==> src/rtl/isa_pkg.sv <==
`timescale 1ns / 1ps
`default_nettype none
// ============================================================================
// isa_pkg - shared types and constants for the IMU sample averager
// Field widths, opcodes, register indexes, sequencer states, saturation.
// ============================================================================
package isa_pkg;

    localparam int ISA_MAX_COUNT = 19;

    localparam int RAW_W   = 16;   // raw sample / offset width
    localparam int GAIN_W  = 32;   // Q8.24 gain
    localparam int ALPHA_W = 17;   // Q0.16 alpha, 65536 = unity
    localparam int RES_W   = 32;   // Q15.16 result
    localparam int OP_W    = 2;
    localparam int IDX_W   = 3;
    localparam int DATA_W  = 32;

    localparam logic [ALPHA_W-1:0] UNITY_ALPHA = ALPHA_W'(65536);
    localparam logic [GAIN_W-1:0]  UNITY_GAIN  = GAIN_W'(16777216);

    typedef enum logic [OP_W-1:0] {
        OP_SAMPLE    = 2'd0,
        OP_FIN_GYRO  = 2'd1,
        OP_FIN_ACCEL = 2'd2,
        OP_NOP       = 2'd3
    } t_opcode;

    typedef enum logic [IDX_W-1:0] {
        REG_GYRO_OFFSET    = 3'd0,
        REG_ACCEL_Y_OFFSET = 3'd1,
        REG_ACCEL_Z_OFFSET = 3'd2,
        REG_GYRO_GAIN      = 3'd3,
        REG_ACCEL_Y_GAIN   = 3'd4,
        REG_ACCEL_Z_GAIN   = 3'd5,
        REG_GYRO_ALPHA     = 3'd6,
        REG_UNUSED         = 3'd7
    } t_reg_idx;

    typedef enum logic {
        RK_GYRO  = 1'b0,
        RK_ACCEL = 1'b1
    } t_result_kind;

    typedef enum logic [1:0] {
        CH_GYRO = 2'd0,
        CH_AY   = 2'd1,
        CH_AZ   = 2'd2
    } t_chan;

    typedef enum logic [3:0] {
        ST_IDLE,
        ST_DIV,
        ST_DIFF,
        ST_MLO,
        ST_MHI,
        ST_ACC,
        ST_SCL,
        ST_FMUL,
        ST_FADD,
        ST_DONE
    } t_state;

    // clamp a wide signed value to signed 32 bits
    function automatic logic signed [RES_W-1:0] sat32(input logic signed [63:0] v);
        logic signed [63:0] hi;
        logic signed [63:0] lo;
        hi = 64'sd2147483647;
        lo = -64'sd2147483648;
        if (v > hi) begin
            sat32 = 32'sh7FFF_FFFF;
        end else if (v < lo) begin
            sat32 = 32'sh8000_0000;
        end else begin
            sat32 = v[RES_W-1:0];
        end
    endfunction

endpackage
`default_nettype wire

==> src/rtl/isa_if.sv <==
`timescale 1ns / 1ps
`default_nettype none
// ============================================================================
// isa_if - channel interfaces for the IMU sample averager
// Sample/finish input, result output and register write channels.
// ============================================================================
interface isa_in_if import isa_pkg::*; ();
    logic                     valid;
    logic                     ready;
    logic [OP_W-1:0]          opcode;
    logic signed [RAW_W-1:0]  gyro_x_raw;
    logic signed [RAW_W-1:0]  accel_y_raw;
    logic signed [RAW_W-1:0]  accel_z_raw;

    modport source (output valid, opcode, gyro_x_raw, accel_y_raw, accel_z_raw,
                    input ready);
    modport sink   (input valid, opcode, gyro_x_raw, accel_y_raw, accel_z_raw,
                    output ready);
endinterface

interface isa_out_if import isa_pkg::*; ();
    logic                     valid;
    logic                     ready;
    logic                     result_kind;
    logic signed [RES_W-1:0]  gyro_rate;
    logic signed [RES_W-1:0]  accel_y_value;
    logic signed [RES_W-1:0]  accel_z_value;

    modport source (output valid, result_kind, gyro_rate, accel_y_value, accel_z_value,
                    input ready);
    modport sink   (input valid, result_kind, gyro_rate, accel_y_value, accel_z_value,
                    output ready);
endinterface

interface isa_cfg_if import isa_pkg::*; ();
    logic               valid;
    logic               ready;
    logic [IDX_W-1:0]   index;
    logic [DATA_W-1:0]  data;

    modport source (output valid, index, data, input ready);
    modport sink   (input valid, index, data, output ready);
endinterface
`default_nettype wire

==> src/rtl/imu_sample_averager.sv <==
`timescale 1ns / 1ps
`default_nettype none
// ============================================================================
// imu_sample_averager - boxcar average, scale and IIR smooth of IMU channels
// Sums gyro-x / accel-y / accel-z samples, and on a finish transfer turns the
// batch mean into a saturated Q15.16 value; gyro also gets a Q0.16 IIR.
// ============================================================================
//
//  Channel   Dir  Modport  Payload
//  i_in      in   sink     opcode, gyro_x_raw, accel_y_raw, accel_z_raw
//  o_out     out  source   result_kind, gyro_rate, accel_y_value, accel_z_value
//  i_cfg     in   sink     index (register number), data
//
//  Sample transfers are accepted back to back while idle.
//  A finish runs the one-bit-per-cycle restoring divider over a DW-bit dividend,
//  DW = 24 + clog2(MAX_COUNT+1) (29 at MAX_COUNT = 19), then the shared 34x18
//  multiplier; gyro adds the IIR step, accel repeats the sequence for z.
//  i_in.ready is low from a finish transfer until its result is loaded into
//  the output register; a held result stalls only the next finish.
//  Reset (synchronous, active low) clears sums, counts, first samples, the
//  filter state and the registers to their defaults. i_cfg is always ready.
//
module imu_sample_averager import isa_pkg::*; #(
    parameter int MAX_COUNT = ISA_MAX_COUNT
) (
    input  wire         i_clk,
    input  wire         i_rst_n,
    isa_in_if.sink      i_in,
    isa_out_if.source   o_out,
    isa_cfg_if.sink     i_cfg
);

    // ------------------------------------------------------------------
    // derived widths
    // ------------------------------------------------------------------
    localparam int CW   = $clog2(MAX_COUNT + 1);   // sample count
    localparam int SW   = RAW_W + CW;              // running sum
    localparam int DW   = SW + 8;                  // dividend: |sum| * 256
    localparam int STW  = $clog2(DW);              // divider step counter
    localparam int QW   = 25;                      // |mean| in Q.8 <= 2^23
    localparam int DFW  = 27;                      // mean - offset*256
    localparam int MAW  = 34;                      // multiplier operand A
    localparam int MBW  = 18;                      // multiplier operand B
    localparam int MPW  = MAW + MBW;               // multiplier product
    localparam int ACCW = 60;                      // full d * gain product
    localparam int HALF = GAIN_W / 2;

    localparam logic [CW-1:0]  CNT_MAX  = CW'(MAX_COUNT);
    localparam logic [STW-1:0] STEP_END = STW'(DW - 1);

    // ------------------------------------------------------------------
    // registers
    // ------------------------------------------------------------------
    t_state r_state, n_state;
    t_chan  r_ch, n_ch;

    // configuration
    logic signed [RAW_W-1:0] r_off_g, r_off_y, r_off_z;
    logic [GAIN_W-1:0]       r_gain_g, r_gain_y, r_gain_z;
    logic [ALPHA_W-1:0]      r_alpha;

    // batch state
    logic signed [SW-1:0]    r_sum_g, r_sum_y, r_sum_z;
    logic signed [SW-1:0]    n_sum_g, n_sum_y, n_sum_z;
    logic [CW-1:0]           r_cnt_g, r_cnt_a, n_cnt_g, n_cnt_a;
    logic signed [RAW_W-1:0] r_first_g, r_first_y, r_first_z;
    logic signed [RAW_W-1:0] n_first_g, n_first_y, n_first_z;
    logic signed [RES_W-1:0] r_prev, n_prev;

    // datapath
    logic [STW-1:0]          r_step, n_step;
    logic [CW-1:0]           r_rem, n_rem;
    logic [DW-1:0]           r_quo, n_quo;
    logic signed [DFW-1:0]   r_d, n_d;
    logic signed [MPW-1:0]   r_prod, n_prod;
    logic signed [ACCW-1:0]  r_acc, n_acc;
    logic signed [RES_W-1:0] r_res_g, r_res_y, r_res_z;
    logic signed [RES_W-1:0] n_res_g, n_res_y, n_res_z;

    // output register
    logic                    r_o_valid, n_o_valid;
    logic                    r_o_kind, n_o_kind;
    logic signed [RES_W-1:0] r_o_g, r_o_y, r_o_z, n_o_g, n_o_y, n_o_z;

    // ------------------------------------------------------------------
    // handshakes
    // ------------------------------------------------------------------
    logic in_xfer, out_xfer, cfg_xfer;

    assign i_in.ready  = (r_state == ST_IDLE);
    assign i_cfg.ready = 1'b1;
    assign in_xfer     = i_in.valid && i_in.ready;
    assign out_xfer    = o_out.valid && o_out.ready;
    assign cfg_xfer    = i_cfg.valid && i_cfg.ready;

    assign o_out.valid         = r_o_valid;
    assign o_out.result_kind   = r_o_kind;
    assign o_out.gyro_rate     = r_o_g;
    assign o_out.accel_y_value = r_o_y;
    assign o_out.accel_z_value = r_o_z;

    // ------------------------------------------------------------------
    // per-channel selection for the shared datapath
    // ------------------------------------------------------------------
    logic signed [SW-1:0]    sel_sum;
    logic [CW-1:0]           sel_cnt;
    logic signed [RAW_W-1:0] sel_first;
    logic signed [RAW_W-1:0] sel_off;
    logic [GAIN_W-1:0]       sel_gain;

    always_comb begin
        case (r_ch)
            CH_GYRO: begin
                sel_sum   = r_sum_g;
                sel_cnt   = r_cnt_g;
                sel_first = r_first_g;
                sel_off   = r_off_g;
                sel_gain  = r_gain_g;
            end
            CH_AY: begin
                sel_sum   = r_sum_y;
                sel_cnt   = r_cnt_a;
                sel_first = r_first_y;
                sel_off   = r_off_y;
                sel_gain  = r_gain_y;
            end
            default: begin
                sel_sum   = r_sum_z;
                sel_cnt   = r_cnt_a;
                sel_first = r_first_z;
                sel_off   = r_off_z;
                sel_gain  = r_gain_z;
            end
        endcase
    end

    // magnitudes of the sums, as divider dividends (|min| still fits SW bits)
    logic [SW-1:0] mag_g, mag_y, mag_z;
    assign mag_g = r_sum_g[SW-1] ? SW'(-r_sum_g) : SW'(r_sum_g);
    assign mag_y = r_sum_y[SW-1] ? SW'(-r_sum_y) : SW'(r_sum_y);
    assign mag_z = r_sum_z[SW-1] ? SW'(-r_sum_z) : SW'(r_sum_z);

    // alpha above unity behaves as unity
    logic [ALPHA_W-1:0] alpha_c;
    assign alpha_c = (r_alpha > UNITY_ALPHA) ? UNITY_ALPHA : r_alpha;

    // ------------------------------------------------------------------
    // shared multiplier: d * gain halves, then (new - prev) * alpha
    // ------------------------------------------------------------------
    logic signed [MAW-1:0] mul_a;
    logic signed [MBW-1:0] mul_b;
    logic signed [MPW-1:0] mul_p;

    always_comb begin
        case (r_state)
            ST_MHI: begin
                mul_a = MAW'(r_d);
                mul_b = $signed({2'b00, sel_gain[GAIN_W-1:HALF]});
            end
            ST_FMUL: begin
                mul_a = MAW'(r_res_g) - MAW'(r_prev);
                mul_b = $signed({1'b0, alpha_c});
            end
            default: begin
                mul_a = MAW'(r_d);
                mul_b = $signed({2'b00, sel_gain[HALF-1:0]});
            end
        endcase
    end

    assign mul_p = mul_a * mul_b;

    // ------------------------------------------------------------------
    // divider step: restoring, one quotient bit per cycle
    // ------------------------------------------------------------------
    logic [CW:0]   div_shf;
    logic          div_bit;
    logic [CW-1:0] div_rem;

    assign div_shf = {r_rem, r_quo[DW-1]};
    assign div_bit = (div_shf >= {1'b0, sel_cnt});
    assign div_rem = div_bit ? CW'(div_shf - {1'b0, sel_cnt}) : div_shf[CW-1:0];

    // mean in Q.8 (truncated toward zero), then offset removal
    logic signed [DFW-1:0] mean_q8;
    logic signed [DFW-1:0] mag_q;

    assign mag_q = $signed({{(DFW-QW){1'b0}}, r_quo[QW-1:0]});

    always_comb begin
        if (sel_cnt == '0) begin
            mean_q8 = DFW'(sel_first) <<< 8;
        end else if (sel_sum[SW-1]) begin
            mean_q8 = -mag_q;
        end else begin
            mean_q8 = mag_q;
        end
    end

    // ------------------------------------------------------------------
    // sequencer and datapath next values
    // ------------------------------------------------------------------
    logic signed [RAW_W-1:0] in_gx, in_ay, in_az;
    assign in_gx = i_in.gyro_x_raw;
    assign in_ay = i_in.accel_y_raw;
    assign in_az = i_in.accel_z_raw;

    always_comb begin
        n_state   = r_state;
        n_ch      = r_ch;
        n_sum_g   = r_sum_g;
        n_sum_y   = r_sum_y;
        n_sum_z   = r_sum_z;
        n_cnt_g   = r_cnt_g;
        n_cnt_a   = r_cnt_a;
        n_first_g = r_first_g;
        n_first_y = r_first_y;
        n_first_z = r_first_z;
        n_prev    = r_prev;
        n_step    = r_step;
        n_rem     = r_rem;
        n_quo     = r_quo;
        n_d       = r_d;
        n_prod    = r_prod;
        n_acc     = r_acc;
        n_res_g   = r_res_g;
        n_res_y   = r_res_y;
        n_res_z   = r_res_z;
        n_o_valid = r_o_valid && !out_xfer;
        n_o_kind  = r_o_kind;
        n_o_g     = r_o_g;
        n_o_y     = r_o_y;
        n_o_z     = r_o_z;

        case (r_state)
            ST_IDLE: begin
                if (in_xfer) begin
                    case (t_opcode'(i_in.opcode))
                        OP_SAMPLE: begin
                            // saturated groups drop the sample
                            if (r_cnt_g < CNT_MAX) begin
                                if (r_cnt_g == '0) n_first_g = in_gx;
                                n_sum_g = r_sum_g + SW'(in_gx);
                                n_cnt_g = r_cnt_g + 1'b1;
                            end
                            if (r_cnt_a < CNT_MAX) begin
                                if (r_cnt_a == '0) begin
                                    n_first_y = in_ay;
                                    n_first_z = in_az;
                                end
                                n_sum_y = r_sum_y + SW'(in_ay);
                                n_sum_z = r_sum_z + SW'(in_az);
                                n_cnt_a = r_cnt_a + 1'b1;
                            end
                        end
                        OP_FIN_GYRO: begin
                            n_ch    = CH_GYRO;
                            n_quo   = {mag_g, 8'h00};
                            n_rem   = '0;
                            n_step  = '0;
                            n_state = (r_cnt_g == '0) ? ST_DIFF : ST_DIV;
                        end
                        OP_FIN_ACCEL: begin
                            n_ch    = CH_AY;
                            n_quo   = {mag_y, 8'h00};
                            n_rem   = '0;
                            n_step  = '0;
                            n_state = (r_cnt_a == '0) ? ST_DIFF : ST_DIV;
                        end
                        default: begin
                        end
                    endcase
                end
            end

            ST_DIV: begin
                n_rem  = div_rem;
                n_quo  = {r_quo[DW-2:0], div_bit};
                n_step = r_step + 1'b1;
                if (r_step == STEP_END) n_state = ST_DIFF;
            end

            ST_DIFF: begin
                n_d     = mean_q8 - (DFW'(sel_off) <<< 8);
                n_state = ST_MLO;
            end

            ST_MLO: begin
                n_prod  = mul_p;
                n_state = ST_MHI;
            end

            ST_MHI: begin
                n_acc   = ACCW'(r_prod);
                n_prod  = mul_p;
                n_state = ST_ACC;
            end

            ST_ACC: begin
                n_acc   = r_acc + (ACCW'(r_prod) <<< HALF);
                n_state = ST_SCL;
            end

            ST_SCL: begin
                case (r_ch)
                    CH_GYRO: begin
                        n_res_g = sat32(64'(r_acc >>> 16));
                        // empty batch: unfiltered, filter state kept
                        n_state = (r_cnt_g == '0) ? ST_DONE : ST_FMUL;
                    end
                    CH_AY: begin
                        n_res_y = sat32(64'(r_acc >>> 16));
                        n_ch    = CH_AZ;
                        n_quo   = {mag_z, 8'h00};
                        n_rem   = '0;
                        n_step  = '0;
                        n_state = (r_cnt_a == '0) ? ST_DIFF : ST_DIV;
                    end
                    default: begin
                        n_res_z = sat32(64'(r_acc >>> 16));
                        n_state = ST_DONE;
                    end
                endcase
            end

            ST_FMUL: begin
                n_prod  = mul_p;
                n_state = ST_FADD;
            end

            ST_FADD: begin
                // y = prev + floor(alpha * (x - prev) / 2^16)
                n_res_g = sat32(64'(r_prev) + 64'(r_prod >>> 16));
                n_prev  = sat32(64'(r_prev) + 64'(r_prod >>> 16));
                n_state = ST_DONE;
            end

            ST_DONE: begin
                if (!r_o_valid || o_out.ready) begin
                    n_o_valid = 1'b1;
                    if (r_ch == CH_GYRO) begin
                        n_o_kind = RK_GYRO;
                        n_o_g    = r_res_g;
                        n_o_y    = '0;
                        n_o_z    = '0;
                        n_sum_g  = '0;
                        n_cnt_g  = '0;
                    end else begin
                        n_o_kind = RK_ACCEL;
                        n_o_g    = '0;
                        n_o_y    = r_res_y;
                        n_o_z    = r_res_z;
                        n_sum_y  = '0;
                        n_sum_z  = '0;
                        n_cnt_a  = '0;
                    end
                    n_state = ST_IDLE;
                end
            end

            default: begin
                n_state = ST_IDLE;
            end
        endcase
    end

    // ------------------------------------------------------------------
    // state and control registers
    // ------------------------------------------------------------------
    always_ff @(posedge i_clk) begin
        if (!i_rst_n) begin
            r_state   <= ST_IDLE;
            r_ch      <= CH_GYRO;
            r_sum_g   <= '0;
            r_sum_y   <= '0;
            r_sum_z   <= '0;
            r_cnt_g   <= '0;
            r_cnt_a   <= '0;
            r_first_g <= '0;
            r_first_y <= '0;
            r_first_z <= '0;
            r_prev    <= '0;
            r_o_valid <= 1'b0;
        end else begin
            r_state   <= n_state;
            r_ch      <= n_ch;
            r_sum_g   <= n_sum_g;
            r_sum_y   <= n_sum_y;
            r_sum_z   <= n_sum_z;
            r_cnt_g   <= n_cnt_g;
            r_cnt_a   <= n_cnt_a;
            r_first_g <= n_first_g;
            r_first_y <= n_first_y;
            r_first_z <= n_first_z;
            r_prev    <= n_prev;
            r_o_valid <= n_o_valid;
        end
    end

    // payload registers, no reset
    always_ff @(posedge i_clk) begin
        r_step  <= n_step;
        r_rem   <= n_rem;
        r_quo   <= n_quo;
        r_d     <= n_d;
        r_prod  <= n_prod;
        r_acc   <= n_acc;
        r_res_g <= n_res_g;
        r_res_y <= n_res_y;
        r_res_z <= n_res_z;
        r_o_kind <= n_o_kind;
        r_o_g   <= n_o_g;
        r_o_y   <= n_o_y;
        r_o_z   <= n_o_z;
    end

    // ------------------------------------------------------------------
    // configuration registers
    // ------------------------------------------------------------------
    always_ff @(posedge i_clk) begin
        if (!i_rst_n) begin
            r_off_g  <= '0;
            r_off_y  <= '0;
            r_off_z  <= '0;
            r_gain_g <= UNITY_GAIN;
            r_gain_y <= UNITY_GAIN;
            r_gain_z <= UNITY_GAIN;
            r_alpha  <= UNITY_ALPHA;
        end else if (cfg_xfer) begin
            case (t_reg_idx'(i_cfg.index))
                REG_GYRO_OFFSET:    r_off_g  <= $signed(i_cfg.data[RAW_W-1:0]);
                REG_ACCEL_Y_OFFSET: r_off_y  <= $signed(i_cfg.data[RAW_W-1:0]);
                REG_ACCEL_Z_OFFSET: r_off_z  <= $signed(i_cfg.data[RAW_W-1:0]);
                REG_GYRO_GAIN:      r_gain_g <= i_cfg.data[GAIN_W-1:0];
                REG_ACCEL_Y_GAIN:   r_gain_y <= i_cfg.data[GAIN_W-1:0];
                REG_ACCEL_Z_GAIN:   r_gain_z <= i_cfg.data[GAIN_W-1:0];
                REG_GYRO_ALPHA:     r_alpha  <= i_cfg.data[ALPHA_W-1:0];
                default: begin
                end
            endcase
        end
    end

endmodule
`default_nettype wire

==> src/flat_wrapper.sv <==
// flat-port wrapper written by rule: the top's interface ports become plain ports
module imu_sample_averager_flat import isa_pkg::*;
#(
    parameter int MAX_COUNT = ISA_MAX_COUNT
)
  (i_clk, i_rst_n, i_in_valid, i_in_opcode, i_in_gyro_x_raw, i_in_accel_y_raw, i_in_accel_z_raw, i_in_ready, o_out_valid, o_out_result_kind, o_out_gyro_rate, o_out_accel_y_value, o_out_accel_z_value, o_out_ready, i_cfg_valid, i_cfg_index, i_cfg_data, i_cfg_ready);
  isa_in_if i_in_i ();
  isa_out_if o_out_i ();
  isa_cfg_if i_cfg_i ();
  input  wire i_clk;
  input  wire i_rst_n;
  input wire logic [$bits(i_in_i.valid)-1:0] i_in_valid;
  input wire logic [$bits(i_in_i.opcode)-1:0] i_in_opcode;
  input wire logic [$bits(i_in_i.gyro_x_raw)-1:0] i_in_gyro_x_raw;
  input wire logic [$bits(i_in_i.accel_y_raw)-1:0] i_in_accel_y_raw;
  input wire logic [$bits(i_in_i.accel_z_raw)-1:0] i_in_accel_z_raw;
  output wire logic [$bits(i_in_i.ready)-1:0] i_in_ready;
  output wire logic [$bits(o_out_i.valid)-1:0] o_out_valid;
  output wire logic [$bits(o_out_i.result_kind)-1:0] o_out_result_kind;
  output wire logic [$bits(o_out_i.gyro_rate)-1:0] o_out_gyro_rate;
  output wire logic [$bits(o_out_i.accel_y_value)-1:0] o_out_accel_y_value;
  output wire logic [$bits(o_out_i.accel_z_value)-1:0] o_out_accel_z_value;
  input wire logic [$bits(o_out_i.ready)-1:0] o_out_ready;
  input wire logic [$bits(i_cfg_i.valid)-1:0] i_cfg_valid;
  input wire logic [$bits(i_cfg_i.index)-1:0] i_cfg_index;
  input wire logic [$bits(i_cfg_i.data)-1:0] i_cfg_data;
  output wire logic [$bits(i_cfg_i.ready)-1:0] i_cfg_ready;
  assign i_in_i.valid = i_in_valid;
  assign i_in_i.opcode = i_in_opcode;
  assign i_in_i.gyro_x_raw = i_in_gyro_x_raw;
  assign i_in_i.accel_y_raw = i_in_accel_y_raw;
  assign i_in_i.accel_z_raw = i_in_accel_z_raw;
  assign i_in_ready = i_in_i.ready;
  assign o_out_valid = o_out_i.valid;
  assign o_out_result_kind = o_out_i.result_kind;
  assign o_out_gyro_rate = o_out_i.gyro_rate;
  assign o_out_accel_y_value = o_out_i.accel_y_value;
  assign o_out_accel_z_value = o_out_i.accel_z_value;
  assign o_out_i.ready = o_out_ready;
  assign i_cfg_i.valid = i_cfg_valid;
  assign i_cfg_i.index = i_cfg_index;
  assign i_cfg_i.data = i_cfg_data;
  assign i_cfg_ready = i_cfg_i.ready;
  imu_sample_averager #(.MAX_COUNT(MAX_COUNT)) u_core (.i_clk(i_clk), .i_rst_n(i_rst_n), .i_in(i_in_i), .o_out(o_out_i), .i_cfg(i_cfg_i));
endmodule
==> config.mk <==
export PLATFORM = sky130hd
export DESIGN_NAME = imu_sample_averager_flat
export DESIGN_NICKNAME = d
export VERILOG_FILES = /design/src/rtl/isa_pkg.sv /design/src/rtl/isa_if.sv /design/src/rtl/imu_sample_averager.sv /design/src/flat_wrapper.sv
export SDC_FILE = /design/constraint.sdc
export NUM_CORES = 2
export LEC_CHECK = 0
export BUFFER_PORTS_ARGS = -buffer_cell sky130_fd_sc_hd__buf_2
export CORE_ASPECT_RATIO = 1.5
export CORE_UTILIZATION = 30
export CTS_CLUSTER_SIZE = 25
export DETAILED_ROUTE_END_ITERATION = 16
export PLACE_DENSITY = 0.48
export SLEW_MARGIN = 20
export SYNTH_ARGS = -nofsm -noshare
export SYNTH_HDL_FRONTEND = slang
export SYNTH_SLANG_ARGS = --single-unit
==> constraint.sdc <==
create_clock -name i_clk -period 15.8 [get_ports i_clk]
set_input_delay 3.16 -clock i_clk [delete_from_list [all_inputs] [get_ports i_clk]]
set_output_delay 3.16 -clock i_clk [all_outputs]
set_load 0.1 [all_outputs]
Yosys cells after proc, flatten, opt, wreduce, memory -nomap -nowiden
Cells that the tools add are included.
Word-level totals
  input bits: 90
  register bits after elaboration: 692
Cells by class
  multipliers: 1
  multiplexer cells: 74
  reduce and logical (&&, ||, !) cells: 40
  bitwise logic cells: 1
  $lt $le $gt $ge: 8
  add/subtract/negate cells: 15
  equality and inequality tests: 31
Operator list (count)
  two-way mux 21 bit: 16
  case mux 21 bit (2 select lines): 4
  two-way mux 32 bit: 5
  case mux 32 bit (2 select lines): 2
  case mux 60 bit (2 select lines): 1
  case mux 29 bit (3 select lines): 1
  two-way mux 5 bit: 15
  > comparator 64 x 32 -> 1 bit (second input constant): 1
  less-than comparator 64 x 32 -> 1 bit (second input constant): 1
  case mux 16 bit (2 select lines): 2
  adder 21 x 16 -> 21 bit: 3
  negator 21 bit: 3
  adder 60 bit: 1
  two-way mux 29 bit: 2
  case mux 29 bit (2 select lines): 1
  two-way mux 27 bit: 2
  multiplier 34 x 18 -> 52 bit: 1
  > comparator 44 x 32 -> 1 bit (second input constant): 1
  less-than comparator 44 x 32 -> 1 bit (second input constant): 1
  case mux 4 bit (10 select lines): 1
  adder 32 x 36 -> 37 bit: 1
  two-way mux 34 bit: 1
  case mux 17 bit (2 select lines): 1
  subtractor 32 x 32 -> 33 bit: 1
  other kinds (44): 102

Depth between registers and ports, before layout
  depth in word-level cells: 5
  depth in mapped cells: 38
  depth with buffers taken out: 36

Least setup slack after synthesis
OpenSTA, ideal clock, no wires.
  kind: reg-to-reg
  from: reg u_core.r_res_g[0]
  to: reg u_core.r_prod[48], data pin
  data required time: 15.540 ns
  clock period less this slack: 9.327 ns
  buffers on the path: 2
  setup slack: 6.473 ns
  stages on the path, launching flop included: 37
  arrival: 9.067 ns
  cells stage by stage: edfxtp_1 -> inv_1 -> ha_1 -> fa_1 -> nor2b_1 -> o21a_1 -> o21ai_0 -> a2111oi_0 -> nor3_1 -> o41ai_2 -> a31oi_1 -> nor3_1 -> o21a_1 -> clkbuf_1 -> a211oi_1 -> fa_1 -> inv_1 -> fa_1 -> inv_1 -> fa_1 -> fa_1 -> fa_1 -> inv_1 -> fa_1 -> inv_1 -> ha_1 -> clkbuf_1 -> a21o_1 -> a21o_1 -> a21o_1 -> a21o_1 -> a21o_1 -> a21o_1 -> a21oi_1 -> nand2_1 -> o21ai_0 -> xnor2_1
Between the ends
  cells in the longest elaborated chain, start to end: 3
Ends and longest elaborated chain
  start: declaration: RTL line imu_sample_averager.sv:77  | logic signed [RES_W-1:0] r_res_g, r_res_y, r_res_z;
  start signal: assignment: RTL line imu_sample_averager.sv:408  | r_res_g <= n_res_g;
  subtractor 32 x 32 -> 33 bit: RTL line imu_sample_averager.sv:161  | mul_a = MAW'(r_res_g) - MAW'(r_prev);
  two-way mux 34 bit: RTL line imu_sample_averager.sv:155  | case (r_state)
  multiplier 34 x 18 -> 52 bit: RTL line imu_sample_averager.sv:171  | assign mul_p = mul_a * mul_b;
  named net u_core.mul_p[48]: RTL line imu_sample_averager.sv:152  | logic signed [MPW-1:0] mul_p;
  end signal: assignment: RTL line imu_sample_averager.sv:406  | r_prod <= n_prod;
  end: declaration: RTL line imu_sample_averager.sv:75  | logic signed [MPW-1:0] r_prod, n_prod;
The timed path passes the listed nets, and every way through them passes these cells.
A chain may end at the register's enable or synchronous reset.

Worst setup path after layout
  from: reg u_core.r_prev[1]
  to: reg u_core.r_prod[44], data pin
Between the ends
  cells in the longest elaborated chain, start to end: 3
Ends and longest elaborated chain
  start: declaration: RTL line imu_sample_averager.sv:68  | logic signed [RES_W-1:0] r_prev, n_prev;
  start signal: assignment: RTL line imu_sample_averager.sv:395  | r_prev <= n_prev;
  subtractor 32 x 32 -> 33 bit: RTL line imu_sample_averager.sv:161
  two-way mux 34 bit: RTL line imu_sample_averager.sv:155
  multiplier 34 x 18 -> 52 bit: RTL line imu_sample_averager.sv:171
  named net u_core.mul_p[44]: RTL line imu_sample_averager.sv:152
The timed path passes the listed nets, and every way through them passes these cells.

==> results.txt <==
run status: completed
htree depth: 3
fraction of registers with async set or reset after synthesis: 0%
Buf/Inv on CP: 4
most used flip-flop cell after synthesis: edfxtp_1
portion of synthesized cell area occupied by the leading cell type: 19.0%
crit-path max cell delay: 0.76 ns
power density cells: 98.5 nW/µm²
# IOs: 190
number of enable-type register cells in the synthesized netlist: 355
WL final: 198 mm
sum of negative setup slack: 0 ns
clock root cell: clkbuf_16
Worst Clk Skew: 0.0448 ns
initial antenna violation count: 5
unrepaired setup endpoints after global routing: false
hold path startpoint: u_core.r_off_g[7]
number of maximum-capacitance violations: 0
gate count after technology mapping: 6552
Synth area leaders: fa_1, edfxtp_1, dfxtp_1
routed wire length per instance: 21.7 µm
number of synthesized register bits: 676
number of buffers on the longest clock path: 3
Worst path most repeated cell: fa_1
Cell Rows: 196
total number of vias: 46.5k
number of different library cells in the post-synthesis netlist: 85
syn avg cell area: 8.80 µm²
CTS tree: yes
first-pass GRT wire length: 296 mm
clock insertion delay at the later pin of the skew report: 0.71 ns
number of buffers inserted during clock tree synthesis: 76
filler cell count in the final layout: 19.8k
count of warnings emitted by yosys: 0
ratio of final minimum period to clock period: 68.5%
Data required, critical path: 16.25 ns
Static Leak: 27.1 nW
GP Congestion: 0.923
number of port buffers: 188
synth-to-layout area growth: 10.9%
leading cell type in the layout, fill and taps excluded: nand2_1
data arrival time of the worst path: 11.27 ns
final hold vios: 0
Routed Antenna Nets: 0
buffers inserted during post-CTS setup optimization: 0
Min-Delay Path Class: reg2reg
cell with the biggest individual delay on the critical path: o21ai_0
biggest area consumer among synthesized cells: fa_1
Placement Setup Slack: 4.78 ns
global-route total usage across every layer: 20.1%
die outline width: 360 µm
Reg clk slew, reported paths: 0.07 ns
number of global-route vias before repair: 47.3k
proportion of synthesized chip area in sequential cells: 29.6%
worst setup path start: u_core.r_prev[1]
Max Fclk: 92.4 MHz
DRT Pass-1 Iters: 6
Congestion Overflow GR: 0
Vias/cell: 5.09
crit path kind: reg2reg
cts-stage hold buffer count: 0
count of routing violations after the opening detailed-route iteration: 3218
Die ar.: 194000 µm²
effective utilization at floorplan: 30.2%
Std-Cell Core Area: 191000 µm²
# clock sinks: 676
Post-Syn Area: 57600 µm²
Placed Cells: 8997
post-detail-place hpwl: 156 mm
slew at the pin closest to its max-slew limit: 1.18 ns
Worst Setup Start Kind: flip-flop
drc violations: 0
top fanout value on the critical path: 11
count of endpoints failing setup in the final report: 0
Layout Nets: 7565
Crit path max-delay family: compound AO/OA/AOI/OAI gates
largest net degree at the start of global routing: 144
proportion of layout cells with a drive suffix above 1: 7.14%
final-report max-slew violation count: 0
chip height: 539 µm
Finished Layout Cells: 9141
highest-count cells in the layout ignoring fill and taps: nand2_1, inv_1, fa_1
number of nets in the synthesized netlist: 7517
area occupied by multi-input gates: 36800 µm²
area taken by flip-flops and latches: 17100 µm²
R2R Path Start: u_core.r_prev[1]
min cycle time layout: 10.82 ns
element type at the critical path end: flip-flop
max-slew headroom at the worst pin: 20.6%
min setup slack post-route: 4.98 ns
Max VDD drop: 0.0953 mV
count of cells resized by post-cts repair: 0
## report_power, final
| part | switching, mW | internal (mW) |
|---|---|---|
| combinational | 1.46 | 0.748 |
| clock | 0.806 | 1.02 |
| sequential | 0.184 | 2.08 |
## final timing paths
check | endpoint | slack (ns) | cells past startpoint
max reg2reg | u_core.r_prod[44] | 4.98 | 31
min reg2reg | u_core.r_off_g[7] | 0.45 | 2
min | u_core.r_off_g[7] | 0.45 | 2
max | u_core.r_prod[44] | 4.98 | 31
## logic make-up after synthesis
logic type / after synthesis / synth area share, %
AO/OA/AOI/OAI: 1415 / 15.2
XOR/XNOR: 275 / 4.18
adder cells (fa/ha/maj): 875 / 26.1
buffers and inverters: 1072 / 7.01
flip-flops: 676 / 29.6
multiplexers: 82 / 1.43
other: 1 / 0.00651
AND/OR/NAND/NOR: 2156 / 16.4
## metrics by stage
step	instance area, µm²	hold WS [ns]	power, mW	utilization [%]
global route	63900	0.469	6.66	33.6
global placement	61400	0.441	4.49	32.2
floorplan	57600	0.436	3.73	-
detailed placement	61400	0.446	4.51	32.2
CTS	63900	0.454	6.37	33.5
finish	63900	0.452	6.30	33.6
## Yosys cell counts (134+ instances only)
master and n:
nand2_1 1089, inv_1 774, fa_1 548, a21oi_1 512, nor2_1 473, edfxtp_1 355
ha_1 327, dfxtp_1 321, o21ai_0 299, clkbuf_1 278, xnor2_1 169, and2_1 134
## routing by layer
metal	global-route usage [%]	routed length (µm)	vias to the layer above
met1	23.0	75900	22800
met2	36.6	101000	1377
met4	10.8	11700	4
met3	1.98	9000	367
met5	0	24	-
li1	-	-	22000
## registers in the layout, summed over array words and instances (netlist names), 27 cells and up
name	flops
u_core.r_prod	52
u_core.r_acc	44
u_core.o_out.accel_y_value	32
u_core.o_out.accel_z_value	32
u_core.o_out.gyro_rate	32
u_core.r_gain_g	32
u_core.r_gain_y	32
u_core.r_gain_z	32
u_core.r_prev	32
u_core.r_res_g	32
u_core.r_res_y	32
u_core.r_res_z	32
u_core.r_quo	29
u_core.r_d	27
## worst min-delay path: stages (launching register included)
cell	delay, ns
dfxtp_1	0.31
nand2_1	0.05
a21oi_1	0.05
## cell type report
| type | instances | share of cell area [%] |
|---|---|---|
| multi-input cells | 4804 | 57.5 |
| flip-flops and latches | 676 | 26.7 |
| well taps | 2475 | 4.84 |
| inverters | 775 | 4.57 |
| clock buffers | 95 | 3.23 |
| repair buffers | 267 | 2.40 |
| clock inverters | 46 | 0.730 |
| diodes | 3 | 0.0117 |
(Power assumes the default switching activity.)
